<file path="config.mk">
export PLATFORM = sky130hd
export DESIGN_NAME = mono_framebuffer_draw_engine
export DESIGN_NICKNAME = d
export VERILOG_FILES = /design/src/sv/mfde_pkg.sv /design/src/sv/mono_framebuffer_draw_engine.sv /design/src/sv/mfde_ram.sv /design/src/sv/mfde_front.sv /design/src/sv/mfde_queue.sv /design/src/sv/mfde_back.sv
export VERILOG_INCLUDE_DIRS = /design/src /design/src/sv
export SDC_FILE = /design/constraint.sdc
export NUM_CORES = 2
export LEC_CHECK = 0
export ABC_AREA = 1
export BUFFER_PORTS_ARGS = -buffer_cell sky130_fd_sc_hd__buf_2
export CORE_AREA = 2 2 635 637
export CTS_BUF_LIST = sky130_fd_sc_hd__clkbuf_4
export CTS_CLUSTER_SIZE = 10
export DETAILED_ROUTE_END_ITERATION = 8
export DIE_AREA = 0 0 637 639
export SLEW_MARGIN = 10
export SYNTH_ARGS = -nofsm -noshare
export SYNTH_HDL_FRONTEND = slang
export SYNTH_SLANG_ARGS = --single-unit
</file>
<file path="constraint.sdc">
create_clock -name clk -period 26.6 [get_ports clk]
set_input_delay 1.33 -clock clk [delete_from_list [all_inputs] [get_ports clk]]
set_output_delay 1.33 -clock clk [all_outputs]
set_load 0.02 [all_outputs]
</file>
<file path="src/sv/mono_framebuffer_draw_engine_assert.svh">
// ----------------------------------------------------------------------------
// Assertion macros for the framebuffer draw engine
// Concurrent checks, compiled away when NO_ASSERTIONS is defined.
// ----------------------------------------------------------------------------
`ifndef MONO_FRAMEBUFFER_DRAW_ENGINE_ASSERT_SVH
`define MONO_FRAMEBUFFER_DRAW_ENGINE_ASSERT_SVH

`ifndef NO_ASSERTIONS

// Antecedent implies consequent in the same cycle.
`define MFDE_ASSERT_IMP(name, ck, rn, ante, cons) \
  name: assert property (@(posedge ck) disable iff (!rn) (ante) |-> (cons)) \
    else $error("mfde check failed: implication");

// Condition never holds.
`define MFDE_ASSERT_NEVER(name, ck, rn, cond) \
  name: assert property (@(posedge ck) disable iff (!rn) !(cond)) \
    else $error("mfde check failed: forbidden condition");

`else

`define MFDE_ASSERT_IMP(name, ck, rn, ante, cons)
`define MFDE_ASSERT_NEVER(name, ck, rn, cond)

`endif

`endif

</file>
<file path="src/sv/mfde_pkg.sv">
// ----------------------------------------------------------------------------
// mfde_pkg
// Shared codes, command word and state types of the framebuffer draw engine.
// ----------------------------------------------------------------------------
`default_nettype none

package mfde_pkg;

  // Operation codes on the input channel
  localparam logic [2:0] OP_POINT = 3'd0;
  localparam logic [2:0] OP_LINE  = 3'd1;
  localparam logic [2:0] OP_FILL  = 3'd2;
  localparam logic [2:0] OP_CLEAR = 3'd3;
  localparam logic [2:0] OP_READ  = 3'd4;

  localparam logic [7:0] TOP_ROW_MASK = 8'h80;
  localparam int         QUEUE_DEPTH  = 2;
  localparam int         ERR_W        = 10;

  typedef enum logic [2:0] {
    CMD_NOP,
    CMD_POINT,
    CMD_LINE,
    CMD_FILL,
    CMD_CLEAR,
    CMD_READ
  } cmd_kind_t;

  typedef struct packed {
    cmd_kind_t                kind;
    logic [6:0]               x0;
    logic [5:0]               y0;
    logic [6:0]               x1;
    logic [5:0]               y1;
    logic                     paint;
    logic [7:0]               fill_value;
    logic                     steep;
    logic                     sx_neg;
    logic                     sy_neg;
    logic [6:0]               major;
    logic [6:0]               minor;
    logic signed [ERR_W-1:0]  err0;
  } draw_cmd_t;

  typedef enum logic [2:0] {
    ST_INIT,
    ST_IDLE,
    ST_PIX_RD,
    ST_PIX_WR,
    ST_SWEEP,
    ST_DONE
  } back_state_t;

  typedef struct packed {
    logic init_busy;
    logic pop;
  } back_status_t;

endpackage

`default_nettype wire

</file>
<file path="src/sv/mono_framebuffer_draw_engine.sv">
// ----------------------------------------------------------------------------
// mono_framebuffer_draw_engine
// One-bit framebuffer drawing engine: points, lines, filled rectangles,
// full clears and byte reads on a paged column-byte store.
//
//   channel  direction  handshake            payload
//   in_      input      in_valid / in_stall  operation, coordinates, paint
//   out_     output     out_valid/out_stall  read_data (one word per command)
//
// Commands run one at a time in the back end; a two-word queue lets the
// input side keep taking words while a command runs or a result waits.
// Each pixel is a RAM read then a write; a line walks major+1 pixels, a
// fill each clipped pixel; a clear sweeps every address; a read one byte.
// After reset the RAM is zeroed over all DEPTH addresses (384 by default),
// with in_stall high; an output stall holds the result and then the queue.
// ----------------------------------------------------------------------------
`default_nettype none

`include "mono_framebuffer_draw_engine_assert.svh"

module mono_framebuffer_draw_engine #(
  parameter int SCREEN_WIDTH  = 96,
  parameter int SCREEN_HEIGHT = 32
) (
  input  wire logic       clk,
  input  wire logic       rst_n,
  input  wire logic       in_valid,
  output logic            in_stall,
  input  wire logic [2:0] in_operation,
  input  wire logic [6:0] in_x_start,
  input  wire logic [5:0] in_y_start,
  input  wire logic [6:0] in_x_end,
  input  wire logic [5:0] in_y_end,
  input  wire logic [7:0] in_paint_value,
  output logic            out_valid,
  input  wire logic       out_stall,
  output logic [7:0]      out_read_data
);

  mfde_pkg::back_status_t back_st;
  mfde_pkg::draw_cmd_t    push_cmd;
  mfde_pkg::draw_cmd_t    head_cmd;
  logic                   push;
  logic                   q_full;
  logic                   q_valid;

  mfde_front #(
    .SCREEN_WIDTH  (SCREEN_WIDTH),
    .SCREEN_HEIGHT (SCREEN_HEIGHT)
  ) u_front (
    .in_valid       (in_valid),
    .in_stall       (in_stall),
    .in_operation   (in_operation),
    .in_x_start     (in_x_start),
    .in_y_start     (in_y_start),
    .in_x_end       (in_x_end),
    .in_y_end       (in_y_end),
    .in_paint_value (in_paint_value),
    .q_full         (q_full),
    .back_st        (back_st),
    .push           (push),
    .push_cmd       (push_cmd)
  );

  mfde_queue u_queue (
    .clk      (clk),
    .rst_n    (rst_n),
    .push     (push),
    .push_cmd (push_cmd),
    .full     (q_full),
    .pop      (back_st.pop),
    .valid    (q_valid),
    .head_cmd (head_cmd)
  );

  mfde_back #(
    .SCREEN_WIDTH  (SCREEN_WIDTH),
    .SCREEN_HEIGHT (SCREEN_HEIGHT)
  ) u_back (
    .clk           (clk),
    .rst_n         (rst_n),
    .q_valid       (q_valid),
    .q_cmd         (head_cmd),
    .back_st       (back_st),
    .out_valid     (out_valid),
    .out_stall     (out_stall),
    .out_read_data (out_read_data)
  );

  `MFDE_ASSERT_NEVER(a_no_push_when_full, clk, rst_n, push && q_full)
  `MFDE_ASSERT_IMP(a_pop_needs_cmd, clk, rst_n, back_st.pop, q_valid)
  `MFDE_ASSERT_IMP(a_no_result_in_init, clk, rst_n, back_st.init_busy, !out_valid)
  `MFDE_ASSERT_IMP(a_queue_empty_after_init, clk, rst_n, $fell(back_st.init_busy), !q_valid)

endmodule

`default_nettype wire

</file>
<file path="src/sv/mfde_ram.sv">
// ----------------------------------------------------------------------------
// mfde_ram
// Generic single-write, single-read RAM with registered read data.
// ----------------------------------------------------------------------------
`default_nettype none

module mfde_ram #(
  parameter int WIDTH = 8,
  parameter int DEPTH = 384
) (
  input  wire logic                                    clk,
  input  wire logic                                    we,
  input  wire logic [((DEPTH > 1) ? $clog2(DEPTH) : 1)-1:0] waddr,
  input  wire logic [WIDTH-1:0]                        wdata,
  input  wire logic [((DEPTH > 1) ? $clog2(DEPTH) : 1)-1:0] raddr,
  output logic      [WIDTH-1:0]                        rdata
);

  logic [WIDTH-1:0] mem_r [DEPTH];
  logic [WIDTH-1:0] rdata_r;

  always_ff @(posedge clk) begin
    if (we) begin
      mem_r[waddr] <= wdata;
    end
    rdata_r <= mem_r[raddr];
  end

  assign rdata = rdata_r;

endmodule

`default_nettype wire

</file>
<file path="src/sv/mfde_front.sv">
// ----------------------------------------------------------------------------
// mfde_front
// Accepts commands, clips them against the screen and sets up line terms.
// ----------------------------------------------------------------------------
`default_nettype none

module mfde_front #(
  parameter int SCREEN_WIDTH  = 96,
  parameter int SCREEN_HEIGHT = 32
) (
  input  wire logic                 in_valid,
  output logic                      in_stall,
  input  wire logic [2:0]           in_operation,
  input  wire logic [6:0]           in_x_start,
  input  wire logic [5:0]           in_y_start,
  input  wire logic [6:0]           in_x_end,
  input  wire logic [5:0]           in_y_end,
  input  wire logic [7:0]           in_paint_value,
  input  wire logic                 q_full,
  input  wire mfde_pkg::back_status_t back_st,
  output logic                      push,
  output mfde_pkg::draw_cmd_t       push_cmd
);

  localparam logic [7:0] X_LIM    = 8'(SCREEN_WIDTH);
  localparam logic [6:0] Y_LIM    = 7'(SCREEN_HEIGHT);
  localparam logic [6:0] X_MAX    = 7'(SCREEN_WIDTH - 1);
  localparam logic [5:0] Y_MAX    = 6'(SCREEN_HEIGHT - 1);

  logic       start_on;
  logic [6:0] ax;
  logic [6:0] ay;
  logic       steep;
  logic [6:0] major;
  logic [6:0] minor;
  logic [6:0] x_clip;
  logic [5:0] y_clip;
  logic       fill_empty;

  assign in_stall = q_full || back_st.init_busy;
  assign push     = in_valid && !in_stall;

  always_comb begin
    start_on   = ({1'b0, in_x_start} < X_LIM) && ({1'b0, in_y_start} < Y_LIM);
    ax         = (in_x_end >= in_x_start) ? (in_x_end - in_x_start)
                                          : (in_x_start - in_x_end);
    ay         = {1'b0, (in_y_end >= in_y_start) ? (in_y_end - in_y_start)
                                                 : (in_y_start - in_y_end)};
    steep      = ay > ax;
    major      = steep ? ay : ax;
    minor      = steep ? ax : ay;
    x_clip     = (in_x_end > X_MAX) ? X_MAX : in_x_end;
    y_clip     = (in_y_end > Y_MAX) ? Y_MAX : in_y_end;
    fill_empty = (in_x_start > x_clip) || (in_y_start > y_clip);
  end

  always_comb begin
    push_cmd            = '0;
    push_cmd.x0         = in_x_start;
    push_cmd.y0         = in_y_start;
    push_cmd.x1         = in_x_end;
    push_cmd.y1         = in_y_end;
    push_cmd.paint      = (in_paint_value != 8'd0);
    push_cmd.fill_value = in_paint_value;
    push_cmd.steep      = steep;
    push_cmd.sx_neg     = in_x_end < in_x_start;
    push_cmd.sy_neg     = in_y_end < in_y_start;
    push_cmd.major      = major;
    push_cmd.minor      = minor;
    push_cmd.err0       = mfde_pkg::ERR_W'({minor, 1'b0}) - mfde_pkg::ERR_W'(major);
    unique case (in_operation)
      mfde_pkg::OP_POINT: push_cmd.kind = start_on ? mfde_pkg::CMD_POINT : mfde_pkg::CMD_NOP;
      mfde_pkg::OP_LINE:  push_cmd.kind = mfde_pkg::CMD_LINE;
      mfde_pkg::OP_FILL: begin
        // clip the far corner to the screen so the walk stays on it
        push_cmd.kind = fill_empty ? mfde_pkg::CMD_NOP : mfde_pkg::CMD_FILL;
        push_cmd.x1   = x_clip;
        push_cmd.y1   = y_clip;
      end
      mfde_pkg::OP_CLEAR: push_cmd.kind = mfde_pkg::CMD_CLEAR;
      mfde_pkg::OP_READ:  push_cmd.kind = start_on ? mfde_pkg::CMD_READ : mfde_pkg::CMD_NOP;
      default:            push_cmd.kind = mfde_pkg::CMD_NOP;
    endcase
  end

endmodule

`default_nettype wire

</file>
<file path="src/sv/mfde_queue.sv">
// ----------------------------------------------------------------------------
// mfde_queue
// Short command queue between the front and the back.
// ----------------------------------------------------------------------------
`default_nettype none

module mfde_queue (
  input  wire logic                clk,
  input  wire logic                rst_n,
  input  wire logic                push,
  input  wire mfde_pkg::draw_cmd_t push_cmd,
  output logic                     full,
  input  wire logic                pop,
  output logic                     valid,
  output mfde_pkg::draw_cmd_t      head_cmd
);

  localparam int AW = (mfde_pkg::QUEUE_DEPTH > 1) ? $clog2(mfde_pkg::QUEUE_DEPTH) : 1;
  localparam int CW = $clog2(mfde_pkg::QUEUE_DEPTH + 1);
  localparam logic [CW-1:0] FULL_COUNT = CW'(mfde_pkg::QUEUE_DEPTH);
  localparam logic [AW-1:0] LAST_SLOT  = AW'(mfde_pkg::QUEUE_DEPTH - 1);

  mfde_pkg::draw_cmd_t entries_r [mfde_pkg::QUEUE_DEPTH];
  logic [AW-1:0] wr_ptr_r, wr_ptr_nxt;
  logic [AW-1:0] rd_ptr_r, rd_ptr_nxt;
  logic [CW-1:0] count_r, count_nxt;

  assign full     = (count_r == FULL_COUNT);
  assign valid    = (count_r != '0);
  assign head_cmd = entries_r[rd_ptr_r];

  always_comb begin
    wr_ptr_nxt = wr_ptr_r;
    rd_ptr_nxt = rd_ptr_r;
    count_nxt  = count_r;
    if (push) begin
      wr_ptr_nxt = (wr_ptr_r == LAST_SLOT) ? '0 : wr_ptr_r + AW'(1);
    end
    if (pop) begin
      rd_ptr_nxt = (rd_ptr_r == LAST_SLOT) ? '0 : rd_ptr_r + AW'(1);
    end
    if (push && !pop) begin
      count_nxt = count_r + CW'(1);
    end else if (pop && !push) begin
      count_nxt = count_r - CW'(1);
    end
  end

  always_ff @(posedge clk) begin
    if (!rst_n) begin
      wr_ptr_r <= '0;
      rd_ptr_r <= '0;
      count_r  <= '0;
    end else begin
      wr_ptr_r <= wr_ptr_nxt;
      rd_ptr_r <= rd_ptr_nxt;
      count_r  <= count_nxt;
    end
  end

  always_ff @(posedge clk) begin
    if (push) begin
      entries_r[wr_ptr_r] <= push_cmd;
    end
  end

endmodule

`default_nettype wire

</file>
<file path="src/sv/mfde_back.sv">
// ----------------------------------------------------------------------------
// mfde_back
// Executes commands on the framebuffer RAM: pixel walks with read-modify-write,
// clear sweeps, byte reads, and the result output register.
// ----------------------------------------------------------------------------
`default_nettype none

module mfde_back #(
  parameter int SCREEN_WIDTH  = 96,
  parameter int SCREEN_HEIGHT = 32
) (
  input  wire logic                  clk,
  input  wire logic                  rst_n,
  input  wire logic                  q_valid,
  input  wire mfde_pkg::draw_cmd_t   q_cmd,
  output mfde_pkg::back_status_t     back_st,
  output logic                       out_valid,
  input  wire logic                  out_stall,
  output logic [7:0]                 out_read_data
);

  localparam int DEPTH  = SCREEN_WIDTH * ((SCREEN_HEIGHT + 7) / 8);
  localparam int ADDR_W = (DEPTH > 1) ? $clog2(DEPTH) : 1;
  localparam logic [ADDR_W-1:0] LAST_ADDR = ADDR_W'(DEPTH - 1);
  localparam logic [7:0] X_LIM = 8'(SCREEN_WIDTH);
  localparam logic [6:0] Y_LIM = 7'(SCREEN_HEIGHT);

  mfde_pkg::back_state_t state_r, state_nxt;
  mfde_pkg::cmd_kind_t   kind_r, kind_nxt;

  logic                             paint_r, paint_nxt;
  logic [7:0]                       fill_r, fill_nxt;
  logic                             steep_r, steep_nxt;
  logic                             sxn_r, sxn_nxt;
  logic                             syn_r, syn_nxt;
  logic [6:0]                       major_r, major_nxt;
  logic [6:0]                       minor_r, minor_nxt;
  logic [6:0]                       x0_r, x0_nxt;
  logic [6:0]                       x1_r, x1_nxt;
  logic [5:0]                       y1_r, y1_nxt;
  logic [6:0]                       px_r, px_nxt;
  logic [5:0]                       py_r, py_nxt;
  logic signed [mfde_pkg::ERR_W-1:0] err_r, err_nxt;
  logic [6:0]                       rem_r, rem_nxt;
  logic [ADDR_W-1:0]                sweep_r, sweep_nxt;
  logic [7:0]                       result_r, result_nxt;
  logic                             out_valid_r, out_valid_nxt;
  logic [7:0]                       out_data_r, out_data_nxt;

  logic                             on_screen;
  logic [ADDR_W-1:0]                pix_addr;
  logic [7:0]                       pix_mask;
  logic [7:0]                       wr_byte;
  logic                             out_free;
  logic                             sweep_last;

  logic                             adv_last;
  logic                             err_ge;
  logic                             x_step;
  logic                             y_step;
  logic [6:0]                       adv_px;
  logic [5:0]                       adv_py;
  logic signed [mfde_pkg::ERR_W-1:0] adv_err;
  logic [6:0]                       adv_rem;

  logic                             ram_we;
  logic [ADDR_W-1:0]                ram_waddr;
  logic [7:0]                       ram_wdata;
  logic [7:0]                       ram_rdata;

  mfde_ram #(
    .WIDTH (8),
    .DEPTH (DEPTH)
  ) u_frame_ram (
    .clk   (clk),
    .we    (ram_we),
    .waddr (ram_waddr),
    .wdata (ram_wdata),
    .raddr (pix_addr),
    .rdata (ram_rdata)
  );

  // pixel geometry: page of eight rows times width plus column
  always_comb begin
    on_screen  = ({1'b0, px_r} < X_LIM) && ({1'b0, py_r} < Y_LIM);
    pix_addr   = ADDR_W'(py_r[5:3]) * ADDR_W'(SCREEN_WIDTH) + ADDR_W'(px_r);
    pix_mask   = mfde_pkg::TOP_ROW_MASK >> py_r[2:0];
    wr_byte    = paint_r ? (ram_rdata | pix_mask) : (ram_rdata & ~pix_mask);
    out_free   = !out_valid_r || !out_stall;
    sweep_last = (sweep_r == LAST_ADDR);
  end

  // walker step for the current command
  always_comb begin
    err_ge  = !err_r[mfde_pkg::ERR_W-1];
    x_step  = steep_r ? err_ge : 1'b1;
    y_step  = steep_r ? 1'b1 : err_ge;
    adv_px  = px_r;
    adv_py  = py_r;
    adv_err = err_r;
    adv_rem = rem_r;
    adv_last = 1'b1;
    unique case (kind_r)
      mfde_pkg::CMD_LINE: begin
        adv_last = (rem_r == 7'd0);
        if (x_step) begin
          adv_px = sxn_r ? (px_r - 7'd1) : (px_r + 7'd1);
        end
        if (y_step) begin
          adv_py = syn_r ? (py_r - 6'd1) : (py_r + 6'd1);
        end
        adv_err = err_r + mfde_pkg::ERR_W'({minor_r, 1'b0})
                - (err_ge ? mfde_pkg::ERR_W'({major_r, 1'b0}) : '0);
        adv_rem = rem_r - 7'd1;
      end
      mfde_pkg::CMD_FILL: begin
        adv_last = (px_r == x1_r) && (py_r == y1_r);
        if (px_r == x1_r) begin
          adv_px = x0_r;
          adv_py = py_r + 6'd1;
        end else begin
          adv_px = px_r + 7'd1;
        end
      end
      default: adv_last = 1'b1;
    endcase
  end

  // next state
  always_comb begin
    state_nxt = state_r;
    unique case (state_r)
      mfde_pkg::ST_INIT: begin
        if (sweep_last) state_nxt = mfde_pkg::ST_IDLE;
      end
      mfde_pkg::ST_IDLE: begin
        if (q_valid) begin
          unique case (q_cmd.kind)
            mfde_pkg::CMD_NOP:   state_nxt = mfde_pkg::ST_DONE;
            mfde_pkg::CMD_CLEAR: state_nxt = mfde_pkg::ST_SWEEP;
            default:             state_nxt = mfde_pkg::ST_PIX_RD;
          endcase
        end
      end
      mfde_pkg::ST_PIX_RD: begin
        if (on_screen) begin
          state_nxt = mfde_pkg::ST_PIX_WR;
        end else if (adv_last) begin
          state_nxt = mfde_pkg::ST_DONE;
        end
      end
      mfde_pkg::ST_PIX_WR: begin
        if (kind_r == mfde_pkg::CMD_READ || adv_last) begin
          state_nxt = mfde_pkg::ST_DONE;
        end else begin
          state_nxt = mfde_pkg::ST_PIX_RD;
        end
      end
      mfde_pkg::ST_SWEEP: begin
        if (sweep_last) state_nxt = mfde_pkg::ST_DONE;
      end
      mfde_pkg::ST_DONE: begin
        if (out_free) state_nxt = mfde_pkg::ST_IDLE;
      end
      default: state_nxt = mfde_pkg::ST_INIT;
    endcase
  end

  // datapath and outputs
  always_comb begin
    kind_nxt      = kind_r;
    paint_nxt     = paint_r;
    fill_nxt      = fill_r;
    steep_nxt     = steep_r;
    sxn_nxt       = sxn_r;
    syn_nxt       = syn_r;
    major_nxt     = major_r;
    minor_nxt     = minor_r;
    x0_nxt        = x0_r;
    x1_nxt        = x1_r;
    y1_nxt        = y1_r;
    px_nxt        = px_r;
    py_nxt        = py_r;
    err_nxt       = err_r;
    rem_nxt       = rem_r;
    sweep_nxt     = sweep_r;
    result_nxt    = result_r;
    out_valid_nxt = out_valid_r && out_stall;
    out_data_nxt  = out_data_r;
    ram_we        = 1'b0;
    ram_waddr     = pix_addr;
    ram_wdata     = wr_byte;
    back_st       = '0;
    back_st.init_busy = (state_r == mfde_pkg::ST_INIT);

    unique case (state_r)
      mfde_pkg::ST_INIT: begin
        ram_we    = 1'b1;
        ram_waddr = sweep_r;
        ram_wdata = 8'd0;
        sweep_nxt = sweep_r + ADDR_W'(1);
      end
      mfde_pkg::ST_IDLE: begin
        if (q_valid) begin
          back_st.pop = 1'b1;
          kind_nxt    = q_cmd.kind;
          paint_nxt   = q_cmd.paint;
          fill_nxt    = q_cmd.fill_value;
          steep_nxt   = q_cmd.steep;
          sxn_nxt     = q_cmd.sx_neg;
          syn_nxt     = q_cmd.sy_neg;
          major_nxt   = q_cmd.major;
          minor_nxt   = q_cmd.minor;
          x0_nxt      = q_cmd.x0;
          x1_nxt      = q_cmd.x1;
          y1_nxt      = q_cmd.y1;
          px_nxt      = q_cmd.x0;
          py_nxt      = q_cmd.y0;
          err_nxt     = q_cmd.err0;
          rem_nxt     = q_cmd.major;
          sweep_nxt   = '0;
          result_nxt  = 8'd0;
        end
      end
      mfde_pkg::ST_PIX_RD: begin
        // off-screen pixel: skip straight to the next one
        if (!on_screen && !adv_last) begin
          px_nxt  = adv_px;
          py_nxt  = adv_py;
          err_nxt = adv_err;
          rem_nxt = adv_rem;
        end
      end
      mfde_pkg::ST_PIX_WR: begin
        if (kind_r == mfde_pkg::CMD_READ) begin
          result_nxt = ram_rdata;
        end else begin
          ram_we = 1'b1;
          if (!adv_last) begin
            px_nxt  = adv_px;
            py_nxt  = adv_py;
            err_nxt = adv_err;
            rem_nxt = adv_rem;
          end
        end
      end
      mfde_pkg::ST_SWEEP: begin
        ram_we    = 1'b1;
        ram_waddr = sweep_r;
        ram_wdata = fill_r;
        sweep_nxt = sweep_r + ADDR_W'(1);
      end
      mfde_pkg::ST_DONE: begin
        if (out_free) begin
          out_valid_nxt = 1'b1;
          out_data_nxt  = result_r;
        end
      end
      default: ram_we = 1'b0;
    endcase
  end

  always_ff @(posedge clk) begin
    if (!rst_n) begin
      state_r     <= mfde_pkg::ST_INIT;
      sweep_r     <= '0;
      out_valid_r <= 1'b0;
    end else begin
      state_r     <= state_nxt;
      sweep_r     <= sweep_nxt;
      out_valid_r <= out_valid_nxt;
    end
  end

  always_ff @(posedge clk) begin
    kind_r     <= kind_nxt;
    paint_r    <= paint_nxt;
    fill_r     <= fill_nxt;
    steep_r    <= steep_nxt;
    sxn_r      <= sxn_nxt;
    syn_r      <= syn_nxt;
    major_r    <= major_nxt;
    minor_r    <= minor_nxt;
    x0_r       <= x0_nxt;
    x1_r       <= x1_nxt;
    y1_r       <= y1_nxt;
    px_r       <= px_nxt;
    py_r       <= py_nxt;
    err_r      <= err_nxt;
    rem_r      <= rem_nxt;
    result_r   <= result_nxt;
    out_data_r <= out_data_nxt;
  end

  assign out_valid     = out_valid_r;
  assign out_read_data = out_data_r;

endmodule

`default_nettype wire
</file>
# After elaboration in Yosys (flattened, before gate mapping)
# Memory sizes are Yosys's and may differ from the RTL's. A register that Yosys moved wholly into a read port is not among the register bits.
# Cells that the tools add are included.
# totals
register_bits,112
latch_bits,0
mem_bits_rw,3202
mem_bits_ro,0
output_inout_bits,10
mem_count,2
# classes
add_sub_neg,18
mul,1
div,0
magnitude_cmp,13
n_eq_ne,26
shifts,1
n_mux,78
bitwise,3
reduce_logical,37
# memory_table
memory,depth,width,read_ports,rd_ports_with_merged_regs,write_ports,line_no,rtl
u_back.u_frame_ram.mem_r,384,8,1,1,1,mfde_ram.sv:19,logic [WIDTH-1:0] mem_r [DEPTH];
u_queue.entries_r,2,65,1,1,1,mfde_queue.sv:23,mfde_pkg::draw_cmd_t entries_r [mfde_pkg::QUEUE_DEPTH];
# ops
cell,count
$mux W7,16
$mux W6,9
$mux W10,5
$pmux W7 S3,2
$mux W8,4
$pmux W8 S2,2
$pmux W10 S3,1
$mux W3,8
$eq A3 B2 Y1 const B,6
$mux W9,2
$pmux W3 S6,1
$pmux W6 S3,1
$pmux W9 S2,1
$mux W1,16
$eq A3 B3 Y1 const B,5
$pmux W3 S5,1
$lt A7 B7 Y1 const B,2
$pmux W7 S2,1
$sub A7 B1 Y7 const B,2
$sub A7 B7 Y7,2
$mux W13,1
$lt A6 B6 Y1 const B,2
$pmux W6 S2,1
$sub A6 B6 Y6,2
other kinds (48),84

# Longest topological paths before layout
# depth
ltp_word,8
ltp_mapped,35
mapped_depth_nobuf,33

# By module
# Synthesis repeated with hierarchy kept, for this count alone.
# unflattened
hier_cells,11660
area_unflattened_um2,138912.0
# by_module_without_submodules
mod,n_inst,cells_each,area_each_um2,seq_area_each_um2
mfde_ram,1,10317,125054.9,92408.6
mfde_back,1,690,6150.9,3083.0
mfde_queue,1,237,5123.7,4003.8
mfde_front,1,416,2582.5,0.0

# Worst setup path after synthesis
# Ideal clock, no wire load.
# synth_timing
kind,register -> register
from,register u_back.py_r[2]
to,memory u_back.u_frame_ram.mem_r[0][4] (data pin)
setup_ns,3.177
arrival_time_ns,15.858
required_ns,23.423
path_slack_ns,7.565
path_stages_with_launch,7
synth_period_minus_slack_ns,19.035
path_cell_list,edfxtp_1 -> clkbuf_1 -> inv_1 -> ha_1 -> inv_1 -> nor2_1 -> o21ai_0
# synth_via
elab_chain_cells,5
word_cells_on_any_way,6
cone_classes,shift: 1; mux: 2; bitwise: 3
# synth_rtl
element,line_no,rtl
from (decl),mfde_back.sv:42,"logic [5:0] py_r, py_nxt;"
from (signal assigned),mfde_back.sv:288,py_r <= py_nxt;
$shr A8 B3 Y8 *,mfde_back.sv:87,pix_mask = mfde_pkg::TOP_ROW_MASK >> py_r[2:0];
$not A8 Y8,mfde_back.sv:88,wr_byte = paint_r ? (ram_rdata | pix_mask) : (ram_rdata & ~pix_mask);
$and A8 B8 Y8,mfde_back.sv:88,
$mux W8 *,mfde_back.sv:88,
$pmux W8 S2 *,mfde_back.sv:196,unique case (state_r)
named net u_back.ram_wdata[4],mfde_back.sv:68,logic [7:0] ram_wdata;
to (decl),mfde_ram.sv:19,
# The timed path passes the listed nets; every way through them passes the cells marked *.

# Final worst setup path
# layout_timing
from,register u_back.px_r[0]
to,register u_back.u_frame_ram.rdata_r[0] (netlist: u_back.u_frame_ram.rdata[0]) (read register of u_back.u_frame_ram.mem_r)
# layout_via
elab_chain_cells,1
# layout_rtl
element,line_no,rtl
from (decl),mfde_back.sv:41,"logic [6:0] px_r, px_nxt;"
from (signal assigned),mfde_back.sv:287,px_r <= px_nxt;
$add A9 B7 Y9,mfde_back.sv:86,pix_addr = ADDR_W'(py_r[5:3]) * ADDR_W'(SCREEN_WIDTH) + ADDR_W'(px_r);
to (decl),mfde_ram.sv:20,logic [WIDTH-1:0] rdata_r;
# No other way between the ends.
# A chain may end at the register's enable or synchronous reset.

==> PnR_summary.wiki <==
{| class="wikitable"
! Metric !! Value
|-
| CTS Buf Count || 836
|-
| Number of instances in the synthesized netlist || roughly 12k
|-
| Library cell contributing the largest single delay on the critical path || buf_4
|-
| Antenna-violating nets left || 0
|-
| Top_reg_cell synth || edfxtp_1
|-
| Worst setup path startpoint || u_back.px_r[0]$_DFFE_PP_
|-
| Unrepaired setup endpoints after global routing || no
|-
| Share of cells above drive strength 1 || between 10% and 20%
|-
| Maximum root-to-sink buffer count || 4
|-
| H-Tree Level Count || 6
|-
| DP HPWL || between 200,000 and 250,000 um
|-
| CTS Sinks || about 3.3k
|-
| Critical path endpoint category || flop
|-
| Root buffer cell || clkbuf_4
|-
| Period utilization || roughly 27%
|-
| Largest fanout on the critical path || about 120
|-
| Min-Delay Path Class || input pin to flop
|-
| Status || complete, no violations
|-
| Initial Utilization || between 30% and 40%
|-
| Vert. Die Dim || ~640 um
|-
| Count of buffer and inverter cells on the critical path || 7
|-
| Routed vias || 94.2k
|-
| Final setup vio count || 0
|-
| Source-to-sink clock delay at the later pin of the worst-skew pair || about 1.6 ns
|-
| Global-route congestion overflow total || 0
|-
| Layout filler cell count || between 30k and 40k
|-
| Number of enable flip-flop cells after synthesis || 3,292
|-
| Worst slew slack as a fraction of its limit || between 15 and 20%
|-
| Transition at the pin with the smallest max-transition slack || between 1 and 1.5 ns
|-
| Global-route wire length before repair || between 500,000 and 600,000 um
|-
| Initial antenna violation count || 21
|-
| Worst EP arrival || between 8 and 9 ns
|-
| Startpoint-to-endpoint class of the critical path || flop to flop
|-
| Wire length reported by the detailed router || about 400,000 um
|-
| Cell taking the most area after synthesis || edfxtp_1
|-
| Core area || about 0.4 sq mm
|-
| Layout Nets || roughly 13k
|-
| HP Start || in_y_end[3]
|-
| Avg Inst Size Synth || about 11 sq um
|-
| Setup TNS Final || 0 ns
|-
| Number of global-route vias before repair || roughly 90k
|-
| Post-Syn Area || approximately 0.14 sq mm
|-
| Count of distinct cell types in the synthesized netlist || 56
|-
| Area of the multi-input gates || ~0.034 sq mm
|-
| Horiz. Die Dim || ~640 um
|-
| Critical Path Max Stage Delay || just over 0.8 ns
|-
| Fin worst setup slack || ~19 ns
|-
| Final clock skew || between 0.1 and 0.15 ns
|-
| Worst setup slack before clock tree synthesis || 19.68 ns
|-
| Reg2Reg Launch Point || u_back.px_r[0]$_DFFE_PP_
|-
| Type of element launching the critical path || flop
|-
| Synth Register Bits || about 3.3k
|-
| Kind of cell with the highest combined delay on the critical path || buffers and inverters
|-
| Growth of design area from synthesis to finish || 11.4%
|-
| Average routed wire per standard cell || 21.5 um
|-
| Synth top area share || approximately 70%
|-
| Warning count from the yosys run || 0
|-
| Power per Cell Area || around 72 mW/mm^2
|-
| Clock edge transition at the registers on the reported setup and hold paths || ~0.07 ns
|-
| Worst path required time || about 28 ns
|-
| Clock tree from TritonCTS || yes
|-
| Max cap viols || 0
|-
| Sequential cell area || ~0.099 sq mm
|-
| Cell chain of the critical path || buf_12 > buf_4 > buf_4 > buf_4 > buf_4 > buf_4 > buf_4 > a21oi_1 > o21ai_0 > nand3_1 > nand3_1 > nand3_1 > nand2_1 > nand2_1 > nand3_1 > nand3_1 > nand3_1 > nand2_1
|-
| Drt initial violations || between 10k and 15k
|-
| Post-synth ARST share || 0%
|-
| Max rail drop VDD || between 50 and 60 uV
|-
| DRT Pass-1 Iters || 7
|-
| Maximum number of pins on one net before global-route repair || 200
|-
| Final critical path time including I/O delays and setup || between 7 and 8 ns
|-
| Max frequency || approximately 140 MHz
|-
| Hold Violations, Final || 0
|-
| Worst-case hold slack || between 0.2 and 0.25 ns
|-
| Number of vias per cell after detailed routing || around 5.1
|-
| Static Leak || roughly 57 nW
|-
| Final Max Slew Viols || 0
|-
| Seq/Total Area, Yosys || about 71%
|-
| GRT Util Overall || between 10% and 20%
|-
| Number of top-level pins || 51
|-
| Die footprint || about 0.41 sq mm
|-
| Total DRC errors in the routed layout || 0
|-
| Placer Congestion || between 0.8 and 0.9
|-
| Quantity of I/O buffers inserted on ports || 50
|-
| Cell types occupying the most area after synthesis || edfxtp_1 (71%), nand2_1 (6.0%), nand3_1 (5.0%)
|-
| Number of placement rows || about 230
|-
| Post-CTS setup repair buffer count || 0
|}
## sequential cells by signal, indices dropped and copies added (netlist names), 7 cells and up, named ones only
register	count
u_queue.entries_r	126
u_back.err_r	9
u_back.x0_r	7
u_back.major_r	7
u_back.x1_r	7
u_back.out_read_data	8
u_back.u_frame_ram.rdata	8
u_back.rem_r	7
u_back.minor_r	7
u_back.result_r	8
u_back.px_r	7
u_back.fill_r	8
u_back.sweep_r	9
u_back.u_frame_ram.mem_r	3072
## power breakdown
group / switching [mW] / leakage [nW] / internal (mW)
clock network: 2.08 / 6.13 / 2.14
logic: 0.840 / 19.9 / 0.242
registers: 0.0454 / 30.8 / 5.85
## logic make-up (layout without fill, tap and decap cells)
logic type,after synthesis,after routing,synth area share (%)
flops,3318,3318,71.2
other cells,2,11,0.00538
simple gates,5607,5607,16.6
mux,3,3,0.0215
buf+inv,1579,2494,4.52
xor+xnor,55,55,0.356
fa+ha+maj,89,89,0.878
compound gates,1577,1577,6.40
## cells in the mapped netlist, drive strengths merged, types with 2 or more instances
| master | instances |
|---|---|
| edfxtp | 3292 |
| nand2 | 2215 |
| nor2 | 1838 |
| nand3 | 1383 |
| o21ai | 998 |
| inv | 819 |
| buf | 387 |
| clkbuf | 369 |
| o211ai | 299 |
| a21oi | 133 |
| or2 | 129 |
| o22ai | 88 |
| ha | 74 |
| xor2 | 40 |
| dfxtp | 26 |
| nor3 | 25 |
| o221ai | 24 |
| fa | 15 |
| xnor2 | 15 |
| a31oi | 13 |
| nor4 | 7 |
| a21o | 5 |
| clkinv | 4 |
| mux2i | 3 |
| nand4 | 3 |
| nor3b | 3 |
| a21boi | 2 |
| and2 | 2 |
| conb | 2 |
| o21bai | 2 |
| o311ai | 2 |
| o31ai | 2 |
| o32ai | 2 |
## final timing paths
path / endpoint / cells past startpoint / slack (ns)
worst min register to register: u_back.out_read_data[3]$_DFFE_PP_ / 0 / 0.42
worst max register to register: u_back.u_frame_ram.rdata[0]$_DFF_P_ / 18 / 19.41
worst min-delay path: u_queue.entries_r[0][39]$_DFFE_PP_ / 3 / 0.22
worst max-delay path: u_back.u_frame_ram.rdata[0]$_DFF_P_ / 18 / 19.41
## layout make-up
type | count | area share (%)
repair buffers | 236 | 1.22
flip-flops and latches | 3318 | 63.9
well taps | 5287 | 4.25
clock buffers | 1197 | 5.78
multi-input cells | 7334 | 22.0
diodes | 8 | 0.0129
clock inverters | 238 | 0.857
inverters | 823 | 2.01
## worst min-delay path, stage by stage
cell,delay [ns]
buf_2,0.11
inv_1,0.06
nand2_1,0.20
## through the flow
step           utilization (%)  total power, mW  cell area (sq um)  cells
2_1_floorplan                -             6.70             140000  12200
3_3_place_gp              36.1             7.06             145000  17000
3_5_place_dp              36.1             7.07             145000  17000
4_1_cts                   38.8             11.3             156000  18400
5_1_grt                   38.8             11.6             156000  18400
6_report                  38.8             11.2             156000  18400
## cells in the final DEF, fill, tap and decap left out, types with 50 or more instances in the layout
cell,instances
nand2_1,2199
edfxtp_1,3292
inv_1,807
clkinv_1,162
a21oi_1,132
o21ai_0,985
clkbuf_4,1197
or2_2,128
nor2_1,1826
o211ai_1,299
buf_2,50
nand3_1,1382
buf_4,137
ha_1,73
o22ai_1,88
## what timing repair did
item | 4_1_cts | 5_1_grt
setup endpoints to repair | 0 | 0
hold buffers | 36 | 0
endpoints found under the hold margin | 75 | 0
gates resized for setup | 0 | 0
## layer usage
| layer | vias up | part of all wire (%) | track usage (%) |
|---|---|---|---|
| li1 | 43700 | - | - |
| met1 | 45700 | 41 | 25.3 |
| met2 | 4113 | 47 | 30.0 |
| met3 | 734 | 8.3 | 3.63 |
| met4 | 12 | 3.7 | 7.59 |
| met5 | - | 0.023 | 0 |
No activity file was read; power rests on OpenSTA's default activity.
